### config.mk
export PLATFORM = sky130hd
export DESIGN_NAME = scancode_to_char_decoder_unit
export DESIGN_NICKNAME = d
export VERILOG_FILES = /design/src/rtl/sc2c_pkg.sv /design/src/rtl/scancode_to_char_decoder_unit.sv
export SDC_FILE = /design/constraint.sdc
export NUM_CORES = 1
export LEC_CHECK = 0
export BUFFER_PORTS_ARGS = -buffer_cell sky130_fd_sc_hd__buf_2
export CORE_MARGIN = 5
export CORE_UTILIZATION = 40
export CTS_CLUSTER_SIZE = 14
export DETAILED_ROUTE_END_ITERATION = 10
export PLACE_DENSITY = 0.7
export SLEW_MARGIN = 30
export SYNTH_ARGS = -nofsm -noshare
export SYNTH_HDL_FRONTEND = slang
export SYNTH_SLANG_ARGS = --single-unit
export TNS_END_PERCENT = 5
### constraint.sdc
create_clock -name clk -period 8 [get_ports clk]
set_clock_uncertainty 0.2 [all_clocks]
set_input_delay 0.8 -clock clk [delete_from_list [all_inputs] [get_ports clk]]
set_output_delay 0.8 -clock clk [all_outputs]
set_load 0.02 [all_outputs]
### src/rtl/sc2c_pkg.sv
// Package for the scancode to character decoder: key codes, layout tables, decode function.
package sc2c_pkg;

  localparam int unsigned ScWidth   = 8;
  localparam int unsigned CharWidth = 7;
  localparam int unsigned MapDepth  = 58;
  localparam int unsigned MapIdxW   = $clog2(MapDepth);

  localparam logic [ScWidth-1:0] SC_LSHIFT_DN = 8'h2A;
  localparam logic [ScWidth-1:0] SC_RSHIFT_DN = 8'h36;
  localparam logic [ScWidth-1:0] SC_LSHIFT_UP = 8'hAA;
  localparam logic [ScWidth-1:0] SC_RSHIFT_UP = 8'hB6;
  localparam logic [ScWidth-1:0] SC_CTRL_DN   = 8'h1D;
  localparam logic [ScWidth-1:0] SC_CTRL_UP   = 8'h9D;
  localparam logic [ScWidth-1:0] SC_ESC       = 8'h01;
  localparam logic [ScWidth-1:0] SC_BKSP      = 8'h0E;
  localparam logic [ScWidth-1:0] SC_TAB       = 8'h0F;
  localparam logic [ScWidth-1:0] SC_ENTER     = 8'h1C;
  localparam logic [ScWidth-1:0] SC_UP        = 8'h48;
  localparam logic [ScWidth-1:0] SC_DOWN      = 8'h50;
  localparam logic [ScWidth-1:0] SC_LEFT      = 8'h4B;
  localparam logic [ScWidth-1:0] SC_RIGHT     = 8'h4D;
  localparam logic [ScWidth-1:0] SC_PGUP      = 8'h49;
  localparam logic [ScWidth-1:0] SC_PGDN      = 8'h51;
  localparam logic [ScWidth-1:0] SC_HOME      = 8'h47;
  localparam logic [ScWidth-1:0] SC_END       = 8'h4F;
  localparam logic [ScWidth-1:0] SC_TABLE_LAST = 8'h39;

  localparam logic [CharWidth-1:0] CH_NONE  = 7'h00;
  localparam logic [CharWidth-1:0] CH_LOW_A = 7'h61;
  localparam logic [CharWidth-1:0] CH_LOW_Z = 7'h7A;
  localparam logic [CharWidth-1:0] CH_UP_A  = 7'h41;
  localparam logic [CharWidth-1:0] CH_UP_Z  = 7'h5A;
  localparam logic [CharWidth-1:0] CH_LOW_BASE = 7'h60;
  localparam logic [CharWidth-1:0] CH_UP_BASE  = 7'h40;

  // AZERTY layout, unshifted
  localparam logic [CharWidth-1:0] PLAIN_MAP [MapDepth] = '{
    7'h00, 7'h1B, 7'h26, 7'h65, 7'h22, 7'h27, 7'h28, 7'h2D,
    7'h65, 7'h5F, 7'h63, 7'h61, 7'h29, 7'h3D, 7'h08, 7'h09,
    7'h61, 7'h7A, 7'h65, 7'h72, 7'h74, 7'h79, 7'h75, 7'h69,
    7'h6F, 7'h70, 7'h5E, 7'h24, 7'h0A, 7'h00, 7'h71, 7'h73,
    7'h64, 7'h66, 7'h67, 7'h68, 7'h6A, 7'h6B, 7'h6C, 7'h6D,
    7'h75, 7'h2A, 7'h00, 7'h2A, 7'h77, 7'h78, 7'h63, 7'h76,
    7'h62, 7'h6E, 7'h2C, 7'h3B, 7'h3A, 7'h21, 7'h00, 7'h2A,
    7'h00, 7'h20
  };

  // AZERTY layout, shifted
  localparam logic [CharWidth-1:0] SHIFT_MAP [MapDepth] = '{
    7'h00, 7'h1B, 7'h31, 7'h32, 7'h33, 7'h34, 7'h35, 7'h36,
    7'h37, 7'h38, 7'h39, 7'h30, 7'h2B, 7'h3D, 7'h08, 7'h09,
    7'h41, 7'h5A, 7'h45, 7'h52, 7'h54, 7'h59, 7'h55, 7'h49,
    7'h4F, 7'h50, 7'h5B, 7'h5D, 7'h0A, 7'h00, 7'h51, 7'h53,
    7'h44, 7'h46, 7'h47, 7'h48, 7'h4A, 7'h4B, 7'h4C, 7'h4D,
    7'h25, 7'h7E, 7'h00, 7'h23, 7'h57, 7'h58, 7'h43, 7'h56,
    7'h42, 7'h4E, 7'h3F, 7'h2E, 7'h2F, 7'h73, 7'h00, 7'h2A,
    7'h00, 7'h20
  };

  typedef struct packed {
    logic [CharWidth-1:0] char_code;
    logic                 shift_held;
    logic                 ctrl_held;
  } dec_res_t;

  function automatic logic [CharWidth-1:0] fixed_key(input logic [ScWidth-1:0] sc);
    logic [CharWidth-1:0] c;
    unique case (sc)
      SC_ESC:   c = 7'd27;
      SC_BKSP:  c = 7'd8;
      SC_TAB:   c = 7'd9;
      SC_ENTER: c = 7'd10;
      SC_UP:    c = 7'd16;
      SC_DOWN:  c = 7'd14;
      SC_LEFT:  c = 7'd17;
      SC_RIGHT: c = 7'd18;
      SC_PGUP:  c = 7'd11;
      SC_PGDN:  c = 7'd12;
      SC_HOME:  c = 7'd2;
      SC_END:   c = 7'd3;
      default:  c = CH_NONE;
    endcase
    return c;
  endfunction

  function automatic dec_res_t decode(input logic [ScWidth-1:0] sc,
                                      input logic shift_in,
                                      input logic ctrl_in);
    dec_res_t             r;
    logic [CharWidth-1:0] fk;
    logic [CharWidth-1:0] mc;
    logic [MapIdxW-1:0]   idx;
    fk  = fixed_key(sc);
    idx = sc[MapIdxW-1:0];
    mc  = shift_in ? SHIFT_MAP[idx] : PLAIN_MAP[idx];
    r.char_code  = CH_NONE;
    r.shift_held = shift_in;
    r.ctrl_held  = ctrl_in;
    priority if (sc == SC_LSHIFT_UP || sc == SC_RSHIFT_UP) begin
      r.shift_held = 1'b0;
    end else if (sc == SC_CTRL_UP) begin
      r.ctrl_held = 1'b0;
    end else if (sc[ScWidth-1]) begin
      r.char_code = CH_NONE;
    end else if (sc == SC_LSHIFT_DN || sc == SC_RSHIFT_DN) begin
      r.shift_held = 1'b1;
    end else if (sc == SC_CTRL_DN) begin
      r.ctrl_held = 1'b1;
    end else if (fk != CH_NONE) begin
      r.char_code = fk;
    end else if (sc > SC_TABLE_LAST) begin
      r.char_code = CH_NONE;
    end else if (ctrl_in && mc != CH_NONE) begin
      r.ctrl_held = 1'b0;
      if (mc >= CH_LOW_A && mc <= CH_LOW_Z) begin
        r.char_code = mc - CH_LOW_BASE;
      end else if (mc >= CH_UP_A && mc <= CH_UP_Z) begin
        r.char_code = mc - CH_UP_BASE;
      end else begin
        r.char_code = CH_NONE;
      end
    end else begin
      r.char_code = mc;
    end
    return r;
  endfunction

endpackage

### src/rtl/scancode_to_char_decoder_unit.sv
// Scancode set 1 to AZERTY character decoder, top level.
// Takes one raw set-1 scancode byte per beat and returns one result beat per
// scancode: the character (0 for none) and the shift and ctrl flags after it.
// Two register stages: an input register and a result register, with the table
// lookup and modifier update between them. One beat per cycle is sustained
// while out_tready is high; each scancode passes the input register and then
// the result register. The modifier flags are updated as each scancode leaves
// the input register, so back-to-back scancodes see the flags left by the one before.
module scancode_to_char_decoder_unit (
  input  logic        clk,
  input  logic        rst_n,
  input  logic        in_tvalid,
  output logic        in_tready,
  input  logic [7:0]  in_tdata,   // [7:0] scancode
  output logic        out_tvalid,
  input  logic        out_tready,
  output logic [15:0] out_tdata   // [6:0] char_code, [7] shift_held, [8] ctrl_held, zero pad
);
  import sc2c_pkg::*;

  logic               in_vld_r;
  logic [ScWidth-1:0] sc_r;
  logic               out_vld_r;
  dec_res_t           res_r;
  logic               shift_r;
  logic               ctrl_r;
  dec_res_t           res_nxt;
  logic               adv;

  assign adv       = in_vld_r && (!out_vld_r || out_tready);
  assign in_tready = !in_vld_r || adv;
  assign res_nxt   = decode(sc_r, shift_r, ctrl_r);

  always_ff @(posedge clk) begin
    if (!rst_n) begin
      in_vld_r  <= 1'b0;
      out_vld_r <= 1'b0;
      shift_r   <= 1'b0;
      ctrl_r    <= 1'b0;
    end else begin
      if (in_tready) begin
        in_vld_r <= in_tvalid;
      end
      if (adv) begin
        out_vld_r <= 1'b1;
        shift_r   <= res_nxt.shift_held;
        ctrl_r    <= res_nxt.ctrl_held;
      end else if (out_tready) begin
        out_vld_r <= 1'b0;
      end
    end
  end

  always_ff @(posedge clk) begin
    if (in_tready && in_tvalid) begin
      sc_r <= in_tdata;
    end
    if (adv) begin
      res_r <= res_nxt;
    end
  end

  assign out_tvalid = out_vld_r;
  assign out_tdata  = {7'd0, res_r.ctrl_held, res_r.shift_held, res_r.char_code};

endmodule
# Yosys cells after proc, flatten, opt, wreduce, memory -nomap -nowiden
# Memory sizes are Yosys's and may differ from the RTL's.
# Cells that the tools add are included.
# totals
regBits,21
rom_bits,896
input_bits,12
output_inout_bits,18
mem_count,2
# mem_list
name,depth,word_bits,read_ports,rd_clocked_by_memory_dff,write_ports,line,rtl
(name not given),64,7,1,0,0,sc2c_pkg.sv:96,mc = shift_in ? SHIFT_MAP[idx] : PLAIN_MAP[idx];
(name not given),64,7,1,0,0,sc2c_pkg.sv:96,
# classes
addsub,2
order_cmp,6
eq_ne,18
mux,24
bitwise_logic,1
reduce_logical,15
# op_table
cell,count
2-to-1 mux 7 bit,10
== test 8 x 7 -> 1 bit (second input constant),8
one-hot mux 5 bit (12 select lines),1
== test 8 bit (second input constant),3
greater-or-equal comparator 7 bit (second input constant),3
== test 8 x 4 -> 1 bit (second input constant),2
== test 8 x 5 -> 1 bit (second input constant),2
== test 8 x 6 -> 1 bit (second input constant),2
<= comparator 7 bit (second input constant),2
nonzero test 7 bit,2
subtractor 7 bit (second input constant),2
2-to-1 mux 1 bit,12
== test 8 x 1 -> 1 bit (second input constant),1
greater-than comparator 8 x 6 -> 1 bit (second input constant),1
NOT 6 -> 7 bit,1
logical AND 1 bit,5
OR reduction 5 bit,1
logical OR 1 bit,4
logical NOT 1 bit,2
2-to-1 mux 2 bit,1
nonzero test 2 bit,1

# Longest topological paths before layout
# depth
ltp_word,15
ltp_mapped,15
depth_no_buf,13

# Least setup slack after synthesis
# OpenSTA, ideal clock, no wires.
# synth_timing
path_kind,register to register
startpoint,register sc_r[0]
endpoint,register res_r (netlist bit out_tdata[1]) (data pin)
setup_ns,0.278
t_arrival_ns,2.979
slack_ns,4.543
stages_incl_launch_ff,15
path_buffers,2
cell_sequence,edfxtp_1 -> buf_2 -> inv_1 -> ha_1 -> clkbuf_1 -> nand2_1 -> o2111ai_1 -> o211ai_1 -> a222oi_1 -> and3_1 -> and3_4 -> a2111o_1 -> o21ai_2 -> o21ai_2 -> o21ai_1
# synth_via
elab_chain_cells,12
elab_cells_between_ends,47
classes_between,add/sub: 2; order compare: 5; eq/ne: 18; mux: 11; bitwise: 1; reduce/logical: 8; memory: 2
# synth_lines
element,line,rtl
"start, declared",scancode_to_char_decoder_unit.sv:22,logic [ScWidth-1:0] sc_r;
"start signal, assigned",scancode_to_char_decoder_unit.sv:56,sc_r <= in_tdata;
NOT 6 -> 7 bit (implied by the code),sc2c_pkg.sv:96,
memory read (64 x 7 bit),-,
2-to-1 mux 7 bit (implied by the code) (2 in series),sc2c_pkg.sv:96,
2-to-1 mux 7 bit,sc2c_pkg.sv:96,
greater-or-equal comparator 7 bit or <= comparator 7 bit (tied branches),sc2c_pkg.sv:118,end else if (mc >= CH_UP_A && mc <= CH_UP_Z) begin
logical AND 1 bit,sc2c_pkg.sv:118,
2-to-1 mux 7 bit,sc2c_pkg.sv:118,
2-to-1 mux 7 bit,sc2c_pkg.sv:116,if (mc >= CH_LOW_A && mc <= CH_LOW_Z) begin
2-to-1 mux 7 bit,sc2c_pkg.sv:114,end else if (ctrl_in && mc != CH_NONE) begin
2-to-1 mux 7 bit,sc2c_pkg.sv:112,end else if (sc > SC_TABLE_LAST) begin
2-to-1 mux 7 bit,sc2c_pkg.sv:110,end else if (fk != CH_NONE) begin
"end signal, assigned",scancode_to_char_decoder_unit.sv:59,res_r <= res_nxt;
"end, declared",scancode_to_char_decoder_unit.sv:24,dec_res_t res_r;
# Several ways; a longest one is shown, not always the timed one. The select of a mux whose other input is x is not followed.
# A chain may end at the register's enable or synchronous reset.

# Worst setup path after layout
# layout_timing
startpoint,register sc_r[0]
endpoint,register res_r (netlist bit out_tdata[5]) (data pin)
# Same word-level chain as after synthesis.

==> impl_metrics.ini <==
[status]
status = completed

[critical_path]
crit_required_ns = 7.91
worst_path_most_repeated_cell = o21ai_2
start_kind = register
worstSetupEndpointType = register
slowest_delay_ns = 0.69
timing.rr.end = out_tdata[5]$_SDFFCE_PP0P_
crit_chain = inv_1, ha_1, or3b_1, a221oi_2, a2111oi_1, a311o_1, a21oi_2, o21ai_0, a2111o_1, o21ai_2, o21ai_2, nor3_2
r2r-start = sc_r[0]$_DFFE_PP_
cpLargestDelayFamily = compound AO/OA/AOI/OAI gates
regToRegSetupSlack_ns = 3.82
path_buf_inv = 1
crit_slowest_cell = edfxtp_1
reg2reg_depth = 12
worstSetupPathType = reg -> reg
arrival_ns = 4.09
cp_max_fo = 15

[die]
rows = 29
start_util_pct = 40.8
die_h_um = 90.2
die_x_um = 90.2
ioPinCount = 30
core_mm2 = 0.00631
design.die.area_mm2 = 0.00814

[min_path]
whs_endpoint = in_vld_r$_SDFFE_PN0N_
hp-class = reg -> reg
worstHoldPathCells = 2
min-delay-start = in_vld_r$_SDFFE_PN0N_

[route]
drt_pass1_iterations = 5
vias = 2625
viasPerCell = 6.51
detail_route.iter0.violations = 497
drc = 0
avgRoutedWirePerCell_um = 17.0
totalWireLength_um = 6860
antenna_left = 0

[cells_and_area]
area.growth.synth_to_final_pct = 2.19
nets = 349
final_common_cell = nand2_1
post_route_cells_drive_above_1_share_pct = 15.3
design_area_mm2 = 0.00263
final_cell_mix = 27 x nand2_1, 26 x nor2_1, 22 x buf_2
n_antenna_cell = 0
fin_util_pct = 41.7
n_fill_cell = 642

[placed_design]
placed_area_mm2 = 0.00258
port_buffers = 22
dpl.hpwl_um = 4790
place.gp.congestion = 0.928

[timing]
finalSetupTns_ns = 0
report.final.slew_viol_count = 0
period_share_pct = 52.2
max_freq_mhz = 239
worstMarginPinSlew_ns = 0.776
hold_violations = 0
fin_crit_ns = 4.18
grt_setup_unrepaired = false
slew_headroom_pct = 48.3
setup_viol = 0

[global_routing]
grt_pass1_vias = 2325
grt_pass1_wl_um = 11400
grt.overflow.total = 0
antenna_found_initial = 0
grt_max_degree = 64
grtUsageTotal_pct = 16.4

[clock_network]
path_clk_slew_ns = 0.07
cts_root_buf = clkbuf_8
cts_tree = yes
cts_buffers = 3
cts_num_sinks = 21
clockBufferDepth = 2
clock_latency_ns = 0.26
ctsResizeCount = 0
cts_setup_buffers = 0
htree_levels = 1
cts_hold_buf = 0

[yosys]
ys_async_sr_fraction_pct = 0
yosysSeqAreaShare_pct = 22.9
synth_area_mm2 = 0.00257
synth_area_per_cell_um2 = 7.80
synthCells = 330
ys_seq_elements = 21
yosys_warnings = 0
synth_edf_count = 17
ys_types = 79
synth-main-ff-cell = edfxtp_1

[power_and_ir_drop]
peakVddDrop_mv = 0.102
p_leak_nw = 0.966
p_per_area_mw_per_mm2 = 118

[flow_run]
maxCapViolCount = 0
## cell usage after synthesis (2+ instances only)
| master | n | share of area [%] |
|---|---|---|
| nand2_1 | 27 | 3.9 |
| nor2_1 | 26 | 3.8 |
| o21ai_0 | 20 | 3.9 |
| a21oi_1 | 17 | 3.3 |
| edfxtp_1 | 17 | 20 |
| nand3_1 | 13 | 2.5 |
| nor2b_1 | 13 | 3.2 |
| buf_2 | 12 | 2.3 |
| inv_1 | 12 | 1.7 |
| buf_4 | 10 | 2.9 |
| clkbuf_1 | 10 | 1.5 |
| ha_1 | 10 | 4.9 |
| a31oi_1 | 9 | 2.2 |
| nand2b_1 | 9 | 2.2 |
| o211ai_1 | 9 | 2.6 |
| nand4_1 | 5 | 1.2 |
| nor3_1 | 5 | 0.97 |
| o21ai_1 | 5 | 0.97 |
| o22ai_1 | 5 | 1.2 |
| and2_1 | 4 | 0.97 |
| buf_6 | 4 | 1.7 |
| dfxtp_1 | 4 | 3.1 |
| mux2i_1 | 4 | 1.6 |
| o31ai_1 | 4 | 1.2 |
| and3_1 | 3 | 0.73 |
| o2111ai_1 | 3 | 1.0 |
| o221ai_1 | 3 | 1.0 |
| a2111oi_0 | 2 | 0.68 |
| a221oi_2 | 2 | 1.2 |
| a32oi_1 | 2 | 0.68 |
| a41o_1 | 2 | 0.78 |
| mux2_2 | 2 | 0.87 |
| nand3b_1 | 2 | 0.58 |
| nor4_1 | 2 | 0.49 |
| o21ai_2 | 2 | 0.68 |
| o21ba_2 | 2 | 0.78 |
| o221a_2 | 2 | 0.87 |
| o311a_1 | 2 | 0.78 |
| o311ai_0 | 2 | 0.68 |
| or2_2 | 2 | 0.49 |
| or3_1 | 2 | 0.49 |
| or3b_1 | 2 | 0.68 |
## layout make-up
| type | count | area, um^2 | share of cell area, % |
|---|---|---|---|
| Sequential cell | 21 | 591 | 22.4 |
| Clock buffer | 3 | 41.3 | 1.57 |
| Multi-Input combinational cell | 263 | 1720 | 65.2 |
| Inverter | 13 | 48.8 | 1.85 |
| Clock inverter | 1 | 5.00 | 0.190 |
| Tap cell | 77 | 96.3 | 3.66 |
| Timing Repair Buffer | 25 | 133 | 5.04 |
## report_power, final
| part | internal (W) | switching [W] | leakage, nW | total, W |
|---|---|---|---|---|
| registers | 0.000124 | 0.00000782 | 0.194 | 0.000132 |
| logic | 0.0000395 | 0.0000728 | 0.746 | 0.000112 |
| clock network | 0.0000346 | 0.0000325 | 0.0255 | 0.0000671 |
## through the flow
stage / total power (W) / instances / hold slack, ns / setup slack (ns)
after detailed placement: 0.000244 / 399 / 0.334 / 3.92
after floorplan: 0.000225 / 336 / 0.285 / 4.54
after global routing: 0.000332 / 403 / 0.378 / 3.62
after global placement: 0.000243 / 399 / 0.308 / 4.01
after CTS: 0.000311 / 403 / 0.353 / 3.89
final: 0.000312 / 403 / 0.348 / 3.82
## layer usage
layer  GRT usage (%)  wire [um]  vias up
met1            22.5       2670     1175
met4            6.95        263        0
met2            25.6       3130      201
li1                -          -     1219
met3            2.34        788       30
met5               0          0        -
## state kept, by name, indices dropped and copies added (netlist names)
signal / cells
ctrl_r: 1
out_tdata: 9
out_tvalid: 1
sc_r: 8
in_vld_r: 1
shift_r: 1
## logic make-up after synthesis
group	after synthesis	share of synthesized area (%)
adder cells (fa/ha/maj)	10	4.86
AO/OA/AOI/OAI	115	32.8
other	1	0.146
AND/OR/NAND/NOR	123	24.9
multiplexers	6	2.43
XOR/XNOR	2	0.680
buffers and inverters	52	11.3
flip-flops	21	22.9
## how the worst max path moves through the flow
stage | startpoint | cells past startpoint | endpoint
2_1_floorplan | sc_r[0]$_DFFE_PP_ | 14 | out_tdata[1]$_SDFFCE_PP0P_
3_3_place_gp | sc_r[0]$_DFFE_PP_ | 12 | out_tdata[5]$_SDFFCE_PP0P_
3_5_place_dp | sc_r[0]$_DFFE_PP_ | 12 | out_tdata[5]$_SDFFCE_PP0P_
4_1_cts | sc_r[0]$_DFFE_PP_ | 12 | out_tdata[5]$_SDFFCE_PP0P_
5_1_grt | sc_r[0]$_DFFE_PP_ | 12 | out_tdata[5]$_SDFFCE_PP0P_
6_report | sc_r[0]$_DFFE_PP_ | 12 | out_tdata[5]$_SDFFCE_PP0P_
## worst reg2reg max path, stage by stage (launching register included)
cell	delay, ns
edfxtp_1	0.69
inv_1	0.25
ha_1	0.44
or3b_1	0.45
a221oi_2	0.25
a2111oi_1	0.08
a311o_1	0.34
a21oi_2	0.28
o21ai_0	0.13
a2111o_1	0.47
o21ai_2	0.10
o21ai_2	0.13
nor3_2	0.22
No activity file was read; power rests on OpenSTA's default activity.
